<file path="config.mk">
export PLATFORM = sky130hd
export DESIGN_NAME = dual_channel_arming_controller
export DESIGN_NICKNAME = d
export VERILOG_FILES = /design/src/rtl/dcac_pkg.sv /design/src/rtl/dcac_front.sv /design/src/rtl/dcac_queue.sv /design/src/rtl/dcac_back.sv /design/src/rtl/dual_channel_arming_controller.sv
export SDC_FILE = /design/constraint.sdc
export NUM_CORES = 1
export LEC_CHECK = 0
export ABC_AREA = 1
export ABC_CLOCK_PERIOD_IN_PS = 1800
export BUFFER_PORTS_ARGS = -buffer_cell sky130_fd_sc_hd__buf_4
export CELL_PAD_IN_SITES_DETAIL_PLACEMENT = 0
export CELL_PAD_IN_SITES_GLOBAL_PLACEMENT = 2
export CORE_MARGIN = 1
export CORE_UTILIZATION = 32
export DETAILED_ROUTE_END_ITERATION = 8
export PLACE_DENSITY = 0.78
export SYNTH_ARGS = -nofsm -noshare
export SYNTH_HDL_FRONTEND = slang
export SYNTH_SLANG_ARGS = --single-unit
</file>
<file path="constraint.sdc">
create_clock -name i_clk -period 1.8 [get_ports i_clk]
set_input_delay 0.09 -clock i_clk [delete_from_list [all_inputs] [get_ports i_clk]]
set_output_delay 0.09 -clock i_clk [all_outputs]
set_load 0.05 [all_outputs]
</file>
<file path="src/rtl/dcac_pkg.sv">
// Shared types and constants for the dual channel arming controller.
package dcac_pkg;

    localparam int LVL_W       = 7;
    localparam int LED_W       = 4;
    localparam int CFG_IDX_W   = 2;
    localparam int IN_DATA_W   = 48;
    localparam int IN_USER_W   = 2;
    localparam int OUT_DATA_W  = 8;
    localparam int QUEUE_DEPTH = 2;

    localparam logic [LVL_W-1:0] SWITCH_MIDPOINT_RST = 7'd50;
    localparam logic [LVL_W-1:0] THROTTLE_MAX_RST    = 7'd2;
    localparam logic [LVL_W-1:0] CENTRE_LOW_RST      = 7'd45;
    localparam logic [LVL_W-1:0] CENTRE_HIGH_RST     = 7'd55;

    localparam logic [LED_W-1:0] LED_OFF     = 4'b0000;
    localparam logic [LED_W-1:0] LED_DRIVE   = 4'b0011;
    localparam logic [LED_W-1:0] LED_FULL    = 4'b1111;
    localparam logic [LED_W-1:0] RIPPLE_RST  = 4'b0001;

    typedef enum logic [1:0] {
        CMD_ARM      = 2'd0,
        CMD_FAILSAFE = 2'd1,
        CMD_LED      = 2'd2,
        CMD_NOP      = 2'd3
    } t_cmd;

    typedef enum logic [1:0] {
        MODE_DISARMED = 2'd0,
        MODE_DRIVE    = 2'd1,
        MODE_WEAPON   = 2'd2,
        MODE_FULL     = 2'd3
    } t_mode;

    typedef enum logic [CFG_IDX_W-1:0] {
        CFG_SWITCH_MIDPOINT = 2'd0,
        CFG_THROTTLE_MAX    = 2'd1,
        CFG_CENTRE_LOW      = 2'd2,
        CFG_CENTRE_HIGH     = 2'd3
    } t_cfg_idx;

    typedef struct packed {
        t_cmd cmd;
        logic wsw;
        logic dsw;
        logic warm;
        logic wstall;
        logic dstall;
    } t_cls;

endpackage

</file>
<file path="src/rtl/dcac_front.sv">
// Front end: configuration registers and item classification.
module dcac_front
    import dcac_pkg::*;
(
    input  logic                  i_clk,
    input  logic                  i_rst_n,
    input  logic                  i_cfg_wen,
    input  logic [CFG_IDX_W-1:0]  i_cfg_idx,
    input  logic [LVL_W-1:0]      i_cfg_wdata,
    input  logic [IN_DATA_W-1:0]  i_data,
    input  logic [IN_USER_W-1:0]  i_user,
    output t_cls                  o_cls
);

    logic [LVL_W-1:0] r_switch_mid;
    logic [LVL_W-1:0] r_throttle_max;
    logic [LVL_W-1:0] r_centre_low;
    logic [LVL_W-1:0] r_centre_high;

    logic [LVL_W-1:0] w_wsw_lvl;
    logic [LVL_W-1:0] w_dsw_lvl;
    logic [LVL_W-1:0] w_throttle;
    logic [LVL_W-1:0] w_elev;
    logic [LVL_W-1:0] w_rudder;
    logic [LVL_W-1:0] w_aileron;
    logic             w_centred;

    always_ff @(posedge i_clk) begin
        if (!i_rst_n) begin
            r_switch_mid   <= SWITCH_MIDPOINT_RST;
            r_throttle_max <= THROTTLE_MAX_RST;
            r_centre_low   <= CENTRE_LOW_RST;
            r_centre_high  <= CENTRE_HIGH_RST;
        end else if (i_cfg_wen) begin
            case (t_cfg_idx'(i_cfg_idx))
                CFG_SWITCH_MIDPOINT: r_switch_mid   <= i_cfg_wdata;
                CFG_THROTTLE_MAX:    r_throttle_max <= i_cfg_wdata;
                CFG_CENTRE_LOW:      r_centre_low   <= i_cfg_wdata;
                CFG_CENTRE_HIGH:     r_centre_high  <= i_cfg_wdata;
                default: ;
            endcase
        end
    end

    assign w_wsw_lvl  = i_data[LVL_W-1:0];
    assign w_dsw_lvl  = i_data[2*LVL_W-1:LVL_W];
    assign w_throttle = i_data[3*LVL_W-1:2*LVL_W];
    assign w_elev     = i_data[4*LVL_W-1:3*LVL_W];
    assign w_rudder   = i_data[5*LVL_W-1:4*LVL_W];
    assign w_aileron  = i_data[6*LVL_W-1:5*LVL_W];

    assign w_centred = (w_elev >= r_centre_low) && (w_elev <= r_centre_high) &&
                       (w_rudder >= r_centre_low) && (w_rudder <= r_centre_high) &&
                       (w_aileron >= r_centre_low) && (w_aileron <= r_centre_high);

    always_comb begin
        o_cls.cmd    = t_cmd'(i_user);
        o_cls.wsw    = w_wsw_lvl > r_switch_mid;
        o_cls.dsw    = w_dsw_lvl > r_switch_mid;
        o_cls.wstall = i_data[6*LVL_W];
        o_cls.dstall = i_data[6*LVL_W+1];
        o_cls.warm   = o_cls.wsw && !o_cls.wstall &&
                       (w_throttle <= r_throttle_max) && w_centred;
    end

endmodule

</file>
<file path="src/rtl/dcac_queue.sv">
// Short queue of classified items between front and back.
module dcac_queue
    import dcac_pkg::*;
#(
    parameter int DEPTH = QUEUE_DEPTH
) (
    input  logic i_clk,
    input  logic i_rst_n,
    input  logic i_push,
    input  t_cls i_cls,
    output logic o_full,
    input  logic i_pop,
    output logic o_empty,
    output t_cls o_cls
);

    localparam int PW = (DEPTH > 1) ? $clog2(DEPTH) : 1;
    localparam int CW = $clog2(DEPTH + 1);

    t_cls          r_mem [DEPTH];
    logic [PW-1:0] r_wr_ptr;
    logic [PW-1:0] r_rd_ptr;
    logic [CW-1:0] r_count;

    function automatic logic [PW-1:0] ptr_inc(input logic [PW-1:0] p);
        return (p == PW'(DEPTH - 1)) ? '0 : p + 1'b1;
    endfunction

    assign o_full  = (r_count == CW'(DEPTH));
    assign o_empty = (r_count == '0);
    assign o_cls   = r_mem[r_rd_ptr];

    always_ff @(posedge i_clk) begin
        if (i_push) begin
            r_mem[r_wr_ptr] <= i_cls;
        end
    end

    always_ff @(posedge i_clk) begin
        if (!i_rst_n) begin
            r_wr_ptr <= '0;
            r_rd_ptr <= '0;
            r_count  <= '0;
        end else begin
            if (i_push) begin
                r_wr_ptr <= ptr_inc(r_wr_ptr);
            end
            if (i_pop) begin
                r_rd_ptr <= ptr_inc(r_rd_ptr);
            end
            case ({i_push, i_pop})
                2'b10:   r_count <= r_count + 1'b1;
                2'b01:   r_count <= r_count - 1'b1;
                default: ;
            endcase
        end
    end

    a_no_overflow: assert property (@(posedge i_clk) disable iff (!i_rst_n)
        r_count <= CW'(DEPTH))
        else $error("queue count above depth");

    a_no_underflow: assert property (@(posedge i_clk) disable iff (!i_rst_n)
        i_pop |-> !o_empty)
        else $error("pop from empty queue");

    a_push_grows: assert property (@(posedge i_clk) disable iff (!i_rst_n)
        (i_push && !i_pop) |=> (r_count == $past(r_count) + 1'b1))
        else $error("push without pop did not grow queue");

endmodule

</file>
<file path="src/rtl/dcac_back.sv">
// Back end: arming state machine, LED state and result register.
module dcac_back
    import dcac_pkg::*;
(
    input  logic             i_clk,
    input  logic             i_rst_n,
    input  logic             i_empty,
    input  t_cls             i_cls,
    output logic             o_pop,
    output logic             o_valid,
    input  logic             i_ready,
    output t_mode            o_mode,
    output logic [LED_W-1:0] o_led
);

    t_mode            r_mode,   n_mode;
    t_mode            r_shown,  n_shown;
    logic [LED_W-1:0] r_led,    n_led;
    logic [LED_W-1:0] r_ripple, n_ripple;
    logic             r_first,  n_first;
    logic             r_valid,  n_valid;

    assign o_pop   = !i_empty && (!r_valid || i_ready);
    assign o_valid = r_valid;
    assign o_mode  = r_mode;
    assign o_led   = r_led;

    always_ff @(posedge i_clk) begin
        if (!i_rst_n) begin
            r_mode   <= MODE_DISARMED;
            r_shown  <= MODE_DISARMED;
            r_led    <= LED_OFF;
            r_ripple <= RIPPLE_RST;
            r_first  <= 1'b1;
            r_valid  <= 1'b0;
        end else begin
            r_mode   <= n_mode;
            r_shown  <= n_shown;
            r_led    <= n_led;
            r_ripple <= n_ripple;
            r_first  <= n_first;
            r_valid  <= n_valid;
        end
    end

    always_comb begin
        n_mode   = r_mode;
        n_shown  = r_shown;
        n_led    = r_led;
        n_ripple = r_ripple;
        n_first  = r_first;
        n_valid  = r_valid && !i_ready;
        if (o_pop) begin
            n_valid = 1'b1;
            case (i_cls.cmd)
                CMD_ARM: begin
                    case (r_mode)
                        MODE_FULL: begin
                            if (!i_cls.dsw && !i_cls.wsw)     n_mode = MODE_DISARMED;
                            else if (i_cls.dsw && !i_cls.wsw) n_mode = MODE_DRIVE;
                            else if (!i_cls.dsw && i_cls.wsw) n_mode = MODE_WEAPON;
                        end
                        MODE_DRIVE: begin
                            if (!i_cls.dsw)       n_mode = MODE_DISARMED;
                            else if (i_cls.warm)  n_mode = MODE_FULL;
                        end
                        MODE_WEAPON: begin
                            if (!i_cls.wsw)      n_mode = MODE_DISARMED;
                            else if (i_cls.dsw)  n_mode = MODE_FULL;
                        end
                        default: begin
                            if (i_cls.dsw && i_cls.warm) n_mode = MODE_FULL;
                            else if (i_cls.dsw)          n_mode = MODE_DRIVE;
                            else if (i_cls.warm)         n_mode = MODE_WEAPON;
                        end
                    endcase
                end
                CMD_FAILSAFE: begin
                    case (r_mode)
                        MODE_FULL: begin
                            if (i_cls.dstall && i_cls.wstall) n_mode = MODE_DISARMED;
                            else if (i_cls.dstall)            n_mode = MODE_WEAPON;
                            else if (i_cls.wstall)            n_mode = MODE_DRIVE;
                        end
                        MODE_DRIVE: begin
                            if (i_cls.dstall) n_mode = MODE_DISARMED;
                        end
                        MODE_WEAPON: begin
                            if (i_cls.wstall) n_mode = MODE_DISARMED;
                        end
                        default: ;
                    endcase
                end
                CMD_LED: begin
                    if ((r_mode != r_shown) || r_first) begin
                        case (r_mode)
                            MODE_DISARMED: n_led = LED_OFF;
                            MODE_DRIVE:    n_led = LED_DRIVE;
                            MODE_FULL:     n_led = LED_FULL;
                            default: ;
                        endcase
                    end
                    if (r_mode == MODE_WEAPON) begin
                        n_led    = r_ripple;
                        n_ripple = {r_ripple[LED_W-2:0], r_ripple[LED_W-1]};
                    end
                    n_shown = r_mode;
                    n_first = 1'b0;
                end
                default: ;
            endcase
        end
    end

    a_ripple_onehot: assert property (@(posedge i_clk) disable iff (!i_rst_n)
        $onehot(r_ripple))
        else $error("ripple lost its single lit LED");

    a_failsafe_lowers: assert property (@(posedge i_clk) disable iff (!i_rst_n)
        (o_pop && i_cls.cmd == CMD_FAILSAFE) |=> ((r_mode & ~$past(r_mode)) == 2'b00))
        else $error("failsafe raised the arming mode");

    a_weapon_ripple: assert property (@(posedge i_clk) disable iff (!i_rst_n)
        (o_pop && i_cls.cmd == CMD_LED && r_mode == MODE_WEAPON) |=> $onehot(r_led))
        else $error("weapon-only tick did not show ripple");

endmodule

</file>
<file path="src/rtl/dual_channel_arming_controller.sv">
// Top level of the dual channel arming controller.
//
// Arming interlock with four modes (disarmed, drive only, weapon only, fully
// armed) and four status LEDs. Every item returns one result: the mode and LED
// levels after that item. One item per clock cycle is sustained while
// m_axis_tready is held high, and each result is held until it is taken. The
// front end compares the channel levels against the configuration registers and
// pushes the classified item into a QUEUE_DEPTH entry queue; the back end pops
// one item a cycle, while its result register is free or being taken, into the
// arming state machine, whose registers form the result.
// Write configuration registers only while no item is in flight.
module dual_channel_arming_controller
    import dcac_pkg::*;
#(
    parameter int QUEUE_DEPTH_P = QUEUE_DEPTH
) (
    input  logic                   i_clk,
    input  logic                   i_rst_n,
    input  logic                   i_cfg_wen,
    input  logic [CFG_IDX_W-1:0]   i_cfg_idx,
    input  logic [LVL_W-1:0]       i_cfg_wdata,
    input  logic                   s_axis_tvalid,
    output logic                   s_axis_tready,
    // weapon_switch_level, drive_switch_level, weapon_throttle, weapon_elevation,
    // weapon_rudder, weapon_aileron, weapon_lost, drive_lost, zero pad
    input  logic [IN_DATA_W-1:0]   s_axis_tdata,
    // cmd
    input  logic [IN_USER_W-1:0]   s_axis_tuser,
    output logic                   m_axis_tvalid,
    input  logic                   m_axis_tready,
    // arm_state, led_pattern, zero pad
    output logic [OUT_DATA_W-1:0]  m_axis_tdata
);

    t_cls             w_front_cls;
    t_cls             w_queue_cls;
    logic             w_full;
    logic             w_empty;
    logic             w_pop;
    logic             w_push;
    t_mode            w_mode;
    logic [LED_W-1:0] w_led;

    assign s_axis_tready = !w_full;
    assign w_push        = s_axis_tvalid && !w_full;

    dcac_front u_front (
        .i_clk       (i_clk),
        .i_rst_n     (i_rst_n),
        .i_cfg_wen   (i_cfg_wen),
        .i_cfg_idx   (i_cfg_idx),
        .i_cfg_wdata (i_cfg_wdata),
        .i_data      (s_axis_tdata),
        .i_user      (s_axis_tuser),
        .o_cls       (w_front_cls)
    );

    dcac_queue #(
        .DEPTH (QUEUE_DEPTH_P)
    ) u_queue (
        .i_clk   (i_clk),
        .i_rst_n (i_rst_n),
        .i_push  (w_push),
        .i_cls   (w_front_cls),
        .o_full  (w_full),
        .i_pop   (w_pop),
        .o_empty (w_empty),
        .o_cls   (w_queue_cls)
    );

    dcac_back u_back (
        .i_clk   (i_clk),
        .i_rst_n (i_rst_n),
        .i_empty (w_empty),
        .i_cls   (w_queue_cls),
        .o_pop   (w_pop),
        .o_valid (m_axis_tvalid),
        .i_ready (m_axis_tready),
        .o_mode  (w_mode),
        .o_led   (w_led)
    );

    assign m_axis_tdata = {(OUT_DATA_W - LED_W - 2)'(0), w_led, w_mode};

endmodule
</file>
Word level (Yosys, flattened, before mapping)
Memories as Yosys holds them, arrays and structs flattened. A register that Yosys moved wholly into a read port is not among the register bits.
Cells that the tools add are included.
{ "totals": {"mem_bits_rw": 14, "elab_cells": 117, "out_inout_bits": 10, "register_bits": 46, "input_bits": 64, "mem_count": 1} }
{ "memory_table": {"columns": ["memory", "words", "width", "rd", "rd_ports_with_merged_regs", "write_ports", "line_no", "source"], "rows": [
  ["u_queue.r_mem", 2, 7, 1, 1, 1, "dcac_queue.sv:20", "t_cls r_mem [DEPTH];"]
]} }
{ "classes": {"n_reduce_logical": 41, "eq_ne": 20, "n_addsub": 4, "order_cmp": 9, "muxes": 29} }
{ "op_table": {"columns": ["op", "n"], "rows": [
  ["2-bit two-way mux", 15],
  ["7-bit <= comparator", 4],
  ["7-bit greater-or-equal comparator", 3],
  ["1-bit logical AND", 16],
  ["2-bit equality test (second input constant)", 7],
  ["7-bit > comparator", 2],
  ["2-bit case mux with 3 select lines", 2],
  ["4-bit case mux with 3 select lines", 1],
  ["5-bit by 2-bit != test with 1-bit output (second input constant)", 2],
  ["10-bit AND reduction", 1],
  ["2-bit AND reduction", 5],
  ["2-bit by 1-bit equality test with 1-bit output (second input constant)", 4],
  ["2-bit logical NOT", 4],
  ["4-bit two-way mux", 2],
  ["4-bit != test (second input constant)", 2],
  ["2-bit case mux with 2 select lines", 2],
  ["1-bit logical NOT", 7],
  ["1-bit two-way mux", 7],
  ["7-bit by 1-bit != test with 1-bit output (second input constant)", 1],
  ["3-bit by 2-bit != test with 1-bit output (second input constant)", 2],
  ["2-bit nonzero test", 3],
  ["4-bit by 1-bit != test with 1-bit output (second input constant)", 1],
  ["4-bit AND reduction", 1],
  ["4-bit nonzero test", 1],
  ["6 further kinds", 8]
]} }

Longest topological paths before layout
Gate-level depths: netlist (run 1).
{ "depth": {"depth_word": 7, "depth_mapped": 16, "depth_no_buf": 15} }

Cells and area by module
From an unflattened synthesis (run 1), not the netlist that was laid out.
{ "unflattened": {"cells_unflattened": 576, "area_unflattened_um2": 4347.9} }
{ "by_module_without_submodules": {"columns": ["mod", "cells_each", "area_each_um2", "instances", "seq_area_each_um2"], "rows": [
  ["dcac_front", 370, 2637.5, 1, 560.5],
  ["dcac_back", 143, 914.6, 1, 280.3],
  ["dcac_queue", 57, 763.2, 1, 520.5],
  ["dual_channel_arming_controller", 6, 32.5, 1, 0.0]
]} }

Least setup slack after synthesis (run 1)
Ideal clock, no wire load.
{ "synth_timing": {"kind": "register -> register", "start": "register u_back.r_mode[0] (netlist: u_back.o_mode[0])", "end": "register u_back.r_led[0] (netlist: u_back.o_led[0])", "synth_period_minus_slack_ps": 2070, "setup_ps": 117, "arrival_ps": 1953, "stages_incl_launch_ff": 11, "path_slack_ps": -270, "required_time_ps": 1683, "path_buffers": 0, "path_cell_list": "dfxtp_1 -> inv_1 -> ha_1 -> inv_2 -> nand2_2 -> nor2_2 -> inv_2 -> nor2_1 -> nor3_4 -> o21ai_1 -> nor2_1"} }
{ "synth_via": {"elab_chain_len": 4, "elab_cells_between_ends": 12, "cone_classes": "eq/ne (4); mux (3); reduce/logical (5)"} }
{ "synth_lines": {"columns": ["element", "line_no", "source"], "rows": [
  ["start: declaration", "dcac_back.sv:16", "t_mode r_mode, n_mode;"],
  ["start signal: assignment", "dcac_back.sv:37", "r_mode <= n_mode;"],
  ["2-bit equality test (tied with other cells)", "dcac_back.sv:96", "case (r_mode)"],
  ["4-bit case mux with 3 select lines / 1-bit logical OR (equally long branches)", "dcac_back.sv:96, dcac_back.sv:95", null],
  ["4-bit two-way mux / 2-bit nonzero test (equally long branches)", null, null],
  ["4-bit two-way mux / 4-bit AND reduction (equally long branches)", null, null],
  ["end signal: assignment", "dcac_back.sv:39", "r_led <= n_led;"],
  ["end: declaration", "dcac_back.sv:18", "logic [LED_W-1:0] r_led, n_led;"]
]} }
Several ways; a longest one is shown, not always the timed one. The select of a mux whose other input is x is not followed.
A chain may end at the register's enable or synchronous reset.

==> flow_summary.json, run 1 <==
{
  "dp_hpwl_um": 8480,
  "fp.coreArea_um2": 12700,
  "end_kind": "flop",
  "firstDrtPassIters": 4,
  "drc_errors": 0,
  "grt_pass1_vias": 3488,
  "yosys-top-cells-count": "117 x nand2_1, 72 x ha_1, 71 x inv_1",
  "start_util": 0.331,
  "maxSlewViolCount": 0,
  "rows": 41,
  "finClkSkew_ps": 6.57,
  "grt_start_max_net_pins": 32,
  "ys_seq_area_frac": 0.323,
  "routabilityCongestion": 0.746,
  "port_buffers": 67,
  "finalHoldViolCount": 0,
  "die-height_um": 117,
  "routedWlPerCell_um": 13.0,
  "antenna_found_initial": 0,
  "ys_warn_count": 0,
  "syn-cell-area_um2": 4210,
  "setup.worst_path.start_class": "flop",
  "ant_nets": 0,
  "vdd_ir_drop_max_mv": 0.634,
  "async_flop_share": 0,
  "critPathArrivalTime_ps": 1750,
  "met1_length_um": 5520,
  "yosys.cell_types.count": 35,
  "p_per_area_nw_per_um2": 1050,
  "viasPerCell": 4.59,
  "drive_gt1_frac": 0.197,
  "routed_wl_um": 10500,
  "insertion_delay_ps": 320,
  "grt_pass1_wl_um": 17000,
  "highest_layer": "met4",
  "synth.most_common_cell": "nand2_1",
  "nNetsFinal": 771,
  "grt_use_total": 0.165,
  "fin_tns_setup_ps": 0,
  "num_vias": 3724,
  "stdcell_count": 811,
  "nFillCells": 1334,
  "fin_crit_ps": 1680,
  "synthToLayoutAreaGrowth_pct": 26.0,
  "timing.max_cap.violations": 0,
  "hold_path.class": "in -> reg",
  "die_area_um2": 13600,
  "clk_pin_slew_ps": 60,
  "syn_avg_cell_area_um2": 7.66,
  "finalCritPeriodShare": 0.931,
  "yosysTopAreaCellShare": 0.223,
  "drt-initial-drc-count": 179,
  "die_w_um": 117,
  "postCtsSetupRepairBufs": 0,
  "antennaDiodeCount": 0,
  "path_max_fanout": 4,
  "path_class": "reg -> reg",
  "synth.largest_area_cell": "dfxtp_1",
  "rsz0062_at_grt": "false",
  "synthFlopType": "dfxtp_1",
  "ys_top_cells_by_area": "dfxtp_1 22%, ha_1 21%, nand2_1 10%",
  "dp.cells": 792,
  "synth_enable_flop_cells": 14,
  "syn_inst": 550,
  "clock_path_buffers": 2,
  "grt_overflow_total": 0,
  "ys_ff_latch": 61,
  "cts_tree": "done",
  "leakagePower_nw": 2.59,
  "setup_viol": 0,
  "cts_buffers": 9,
  "htreeDepth": 3,
  "clock_sinks": 61,
  "ios": 74,
  "max_clock_freq_mhz": 597,
  "wl_met2_um": 4550,
  "critical_path_required_ps": 1880,
  "root_buffer": "clkbuf_16",
  "wl_met3_um": 377,
  "status": "finished, final reports clean"
}
## cell type report
| type | instances | area [µm²] | area share |
|---|---|---|---|
| Tap cell | 172 | 215 | 0.0406 |
| Timing Repair Buffer | 81 | 618 | 0.117 |
| Clock inverter | 1 | 5.00 | 0.000943 |
| Sequential cell | 61 | 1370 | 0.258 |
| Inverter | 82 | 310 | 0.0585 |
| Multi-Input combinational cell | 400 | 2510 | 0.474 |
| Clock buffer | 14 | 274 | 0.0517 |
## registers in the layout, summed over array words and instances (netlist names), 4 cells and up, named ones only
register and count:
u_back.o_led 4, u_back.r_ripple 4, u_front.r_centre_high 7, u_front.r_centre_low 7, u_front.r_switch_mid 7, u_front.r_throttle_max 7, u_queue.r_mem 14
## per-stage QoR
| stage | area [µm²] | hold WS [ps] | power, mW | util | setup slack [ps] |
|---|---|---|---|---|---|
| 6_report | 5310 | 9.82 | 5.58 | 0.417 | 125 |
| 5_1_grt | 5310 | 25.6 | 6.02 | 0.417 | 4.35 |
| 4_1_cts | 5280 | 1.45 | 5.62 | 0.415 | 54.9 |
| 3_5_place_dp | 4960 | 284 | 3.97 | 0.390 | 47.8 |
| 3_3_place_gp | 4960 | 280 | 3.95 | 0.390 | 48.9 |
| 2_1_floorplan | 4220 | 189 | 3.31 | - | 65.5 |
## final timing paths
| path | from | to | slack [ps] | depth (start not counted) |
|---|---|---|---|---|
| worst min-delay path | i_rst_n | u_back.r_first$_SDFFE_PN1P_ | 10 | 2 |
| worst max register to register | u_front.r_centre_low[4]$_SDFFE_PN0P_ | u_queue.r_mem[1][2]$_DFFE_PP_ | 120 | 7 |
| worst max-delay path | u_front.r_centre_low[4]$_SDFFE_PN0P_ | u_queue.r_mem[1][2]$_DFFE_PP_ | 120 | 7 |
| worst min register to register | u_queue.r_rd_ptr$_SDFFE_PN0P_ | flop | 450 | 1 |
## layout by cell type, fill, tap and decap left out, drive strengths merged
master / count
nand2: 123
inv: 80
buf: 77
ha: 72
a21oi: 54
nor2: 50
dfxtp: 47
o21ai: 42
nand3: 22
edfxtp: 14
clkbuf: 14
o211ai: 8
nor3: 8
nand4: 5
a21o: 5
dlygate4sd3: 4
nand3b: 3
clkinv: 3
a211oi: 2
conb: 2
a32oi: 1
a21boi: 1
o21a: 1
or2: 1
## repair_timing
action                                 in CTS  in global routing
endpoints found under the hold margin       8                  0
setup endpoints to repair                   0                  6
hold buffers                                4                  0
gates resized for setup                     0                  8
## layer usage
layer | global-route usage | up-vias
li1 | - | 1998
met1 | 0.235 | 1652
met2 | 0.256 | 68
met3 | 0.0291 | 6
met4 | 0.0481 | 0
met5 | 0 | -
## power by group
part	leakage, nW	switching, mW	internal (mW)
combinational	1.93	1.38	0.818
clock	0.139	0.579	1.03
sequential	0.518	0.137	1.63
## cell families (layout without fill, tap and decap cells)
logic type,Yosys count,after routing,share of synthesized area
other,1,2,0.000890
adder cells (fa/ha/maj),72,72,0.214
flip-flops,61,61,0.323
AND/OR/NAND/NOR,212,212,0.228
buffers and inverters,90,178,0.0853
AO/OA/AOI/OAI,114,114,0.149
## critical path, cell delays in order, from the launching register on
cell and delay [ps]:
dfxtp_1 290, inv_1 160, ha_1 300, a21oi_1 150, o21ai_0 90, a211oi_1 240, buf_4 160, nor2_2 40
Power figures use the tool's default switching activity.
==> run 2, diff against run 1 <==
ABC_AREA = not set   (was 1)
CORE_UTILIZATION = 34   (was 32)
PLACE_DENSITY = 0.79   (was 0.78)
==> run 2 against run 1 <==
The run now ends with DRC, setup timing left. Sequential power is 2% lower. Clock power is 19% higher. Cell count is 12% lower. Global-route usage is 0.19 points higher. Fmax is 13% lower. Hold slack better by 7.4 ps. Die area is 8.7% lower. Synthesized cell count is 18% lower. Wire length is 3.7% lower. Via count is 6.7% lower. Count of clock-buffer cells in the layout is 3 lower. Clock skew is 1.7 ps higher. Critical path type unchanged. Largest cell class unchanged. Largest power group unchanged.
==> flow_summary.json, run 2 <==
{
  "critPathArrivalTime_ps": 2110,
  "synth_fa_ha_area_frac": 0.221,
  "cts_buffers": 9,
  "tightestPinTransition_ps": 677,
  "grt_pass1_vias": 3417,
  "timing.max_cap.violations": 0,
  "synthToLayoutAreaGrowth_pct": 39.8,
  "fp.coreArea_um2": 11600,
  "antennaDiodeCount": 0,
  "drt-initial-drc-count": 147,
  "maxSlewViolCount": 0,
  "placed_area_um2": 5030,
  "start_util": 0.353,
  "port_buffers": 67,
  "path_class": "reg -> reg",
  "synth_compound_area_frac": 0.165,
  "final_common_cell": "buf_4",
  "syn_inst": 450,
  "async_flop_share": 0,
  "htreeDepth": 3,
  "grt_start_max_net_pins": 30,
  "stdcell_count": 716,
  "synthFlopType": "dfxtp_1",
  "clk_pin_slew_ps": 50,
  "routedWlPerCell_um": 14.1,
  "synth.most_common_cell": "ha_1",
  "cp-startpoint": "u_front.r_centre_low[0]$_SDFFE_PN1P_",
  "rrSetupSlack_ps": -130,
  "vdd_ir_drop_max_mv": 0.460,
  "setup_viol": 4,
  "grt_use_total": 0.167,
  "insertion_delay_ps": 330,
  "firstDrtPassIters": 6,
  "p_per_area_nw_per_um2": 977,
  "critical_path_required_ps": 1980,
  "drc_errors": 2,
  "routed_wl_um": 10100,
  "die-height_um": 112,
  "fin_area_um2": 5700,
  "dp_hpwl_um": 7930,
  "nNetsFinal": 704,
  "synth-xor-area-share": 0.0129,
  "hold_path.class": "in -> reg",
  "status": "finished, violations left",
  "fin_crit_ps": 1930,
  "grt_pass1_wl_um": 16200,
  "synth.largest_area_cell": "dfxtp_1",
  "setup.worst_path.start_class": "flop",
  "use_met3": 0.0397,
  "syn-cell-area_um2": 4080,
  "ys_warn_count": 0,
  "use_met2": 0.309,
  "routabilityCongestion": 0.800,
  "dp.cells": 686,
  "path_max_fanout": 3,
  "final_cell_mix": "111 x buf_4, 59 x ha_1, 42 x nand2_1",
  "viasPerCell": 4.85,
  "max_clock_freq_mhz": 518,
  "rr_startpoint": "u_front.r_centre_low[0]$_SDFFE_PN1P_",
  "grt_util_met1": 0.190,
  "ys_ff_latch": 61,
  "top_register": "u_queue.r_mem",
  "yosys.cell_types.count": 52,
  "clock_path_buffers": 2,
  "yosysTopAreaCellShare": 0.231,
  "grt_overflow_total": 0,
  "ant_nets": 0,
  "post-route-util": 0.493,
  "ys_seq_area_frac": 0.334,
  "synth_top_family_by_area": "adder cells",
  "ios": 74,
  "rsz0062_at_grt": "true",
  "ys_top_cells_by_area": "dfxtp_1 23%, ha_1 22%, edfxtp_1 10%",
  "die_area_um2": 12400,
  "rows": 39,
  "violations": "DRC, setup timing",
  "grt-busiest-layer": "met2",
  "num_vias": 3475,
  "syn_avg_cell_area_um2": 9.06,
  "root_buffer": "clkbuf_16",
  "finalCritPeriodShare": 1.07,
  "yosys.area_share.simple": 0.170,
  "hold_start": "i_cfg_wdata[0]",
  "die_w_um": 112,
  "drive_gt1_frac": 0.316,
  "largest_reg_flops": 14,
  "synth_enable_flop_cells": 14,
  "yosys-top-cells-count": "72 x ha_1, 47 x dfxtp_1, 42 x nand2_1",
  "relSlewSlack": 0.547,
  "leakagePower_nw": 2.57,
  "finalHoldViolCount": 0,
  "fin_tns_setup_ps": -403,
  "antenna_found_initial": 0,
  "fin_ws_ps": -129,
  "clock_sinks": 61,
  "end_kind": "flop",
  "finClkSkew_ps": 8.26,
  "cts_tree": "done",
  "synthMuxAreaShare": 0.0423
}
[run 2: stage by stage]
step / setup slack [ps] / total power, mW / hold slack [ps]
2_1_floorplan: -116 / 2.80 / 189
3_3_place_gp: -116 / 3.37 / 278
3_5_place_dp: -203 / 3.39 / 282
4_1_cts: -179 / 5.38 / 7.95
5_1_grt: -210 / 5.88 / 24.0
6_report: -129 / 5.57 / 17.2
[run 2: cell type report]
class,instances,area (µm²)
fill,1069,5860
multi-input combinational,336,2720
sequential,61,1380
timing repair buffer,118,930
clock buffer,11,233
tap,143,179
inverter,42,160
clock inverter,5,100
[run 2: where the power goes]
group / internal (mW) / switching [mW]
clock network: 1.35 / 0.579
registers: 1.58 / 0.136
logic: 0.973 / 0.958
total: 3.90 / 1.67
[run 2: routing by layer]
metal	up-vias	wire length, µm
met5	-	0
met4	0	126
met3	13	287
li1	1844	-
met1	1560	4550
met2	58	5160
[run 2: repair_timing]
item / CTS / global route
endpoints found under the hold margin: 8 / 0
cloned: 0 / 1
pin swaps: 6 / 10
endpoints found under the setup margin: 9 / 11
hold buffers: 4 / 0
gates resized for setup: 11 / 38
buffers inserted: 0 / 9
[run 2: cells by family (layout without fill, tap and decap cells)]
logic type               count (synthesis)  count (layout)
adder cells (fa/ha/maj)                 72              72
buffers and inverters                   54             176
flip-flops                              61              61
XOR/XNOR                                 6               6
AO/OA/AOI/OAI                          100             100
other                                    1               2
AND/OR/NAND/NOR                        140             140
multiplexers                            16              16
[run 2: critical path, cell delays in order, from the launching register on]
cell and delay (ps):
dfxtp_2 340, ha_4 250, nand2b_4 100, a211oi_2 70
or3_4 370, a311oi_2 210, and4_1 230, o2111a_1 200
[run 2: final timing paths]
path,endpoint,cells past startpoint
worst max register to register,u_queue.r_mem[0][2]$_DFFE_PP_,7
worst min register to register,u_front.r_centre_low[1]$_SDFFE_PN0P_,2
worst min-delay path,u_front.r_centre_high[0]$_SDFFE_PN1P_,3
worst max-delay path,u_queue.r_mem[0][2]$_DFFE_PP_,7
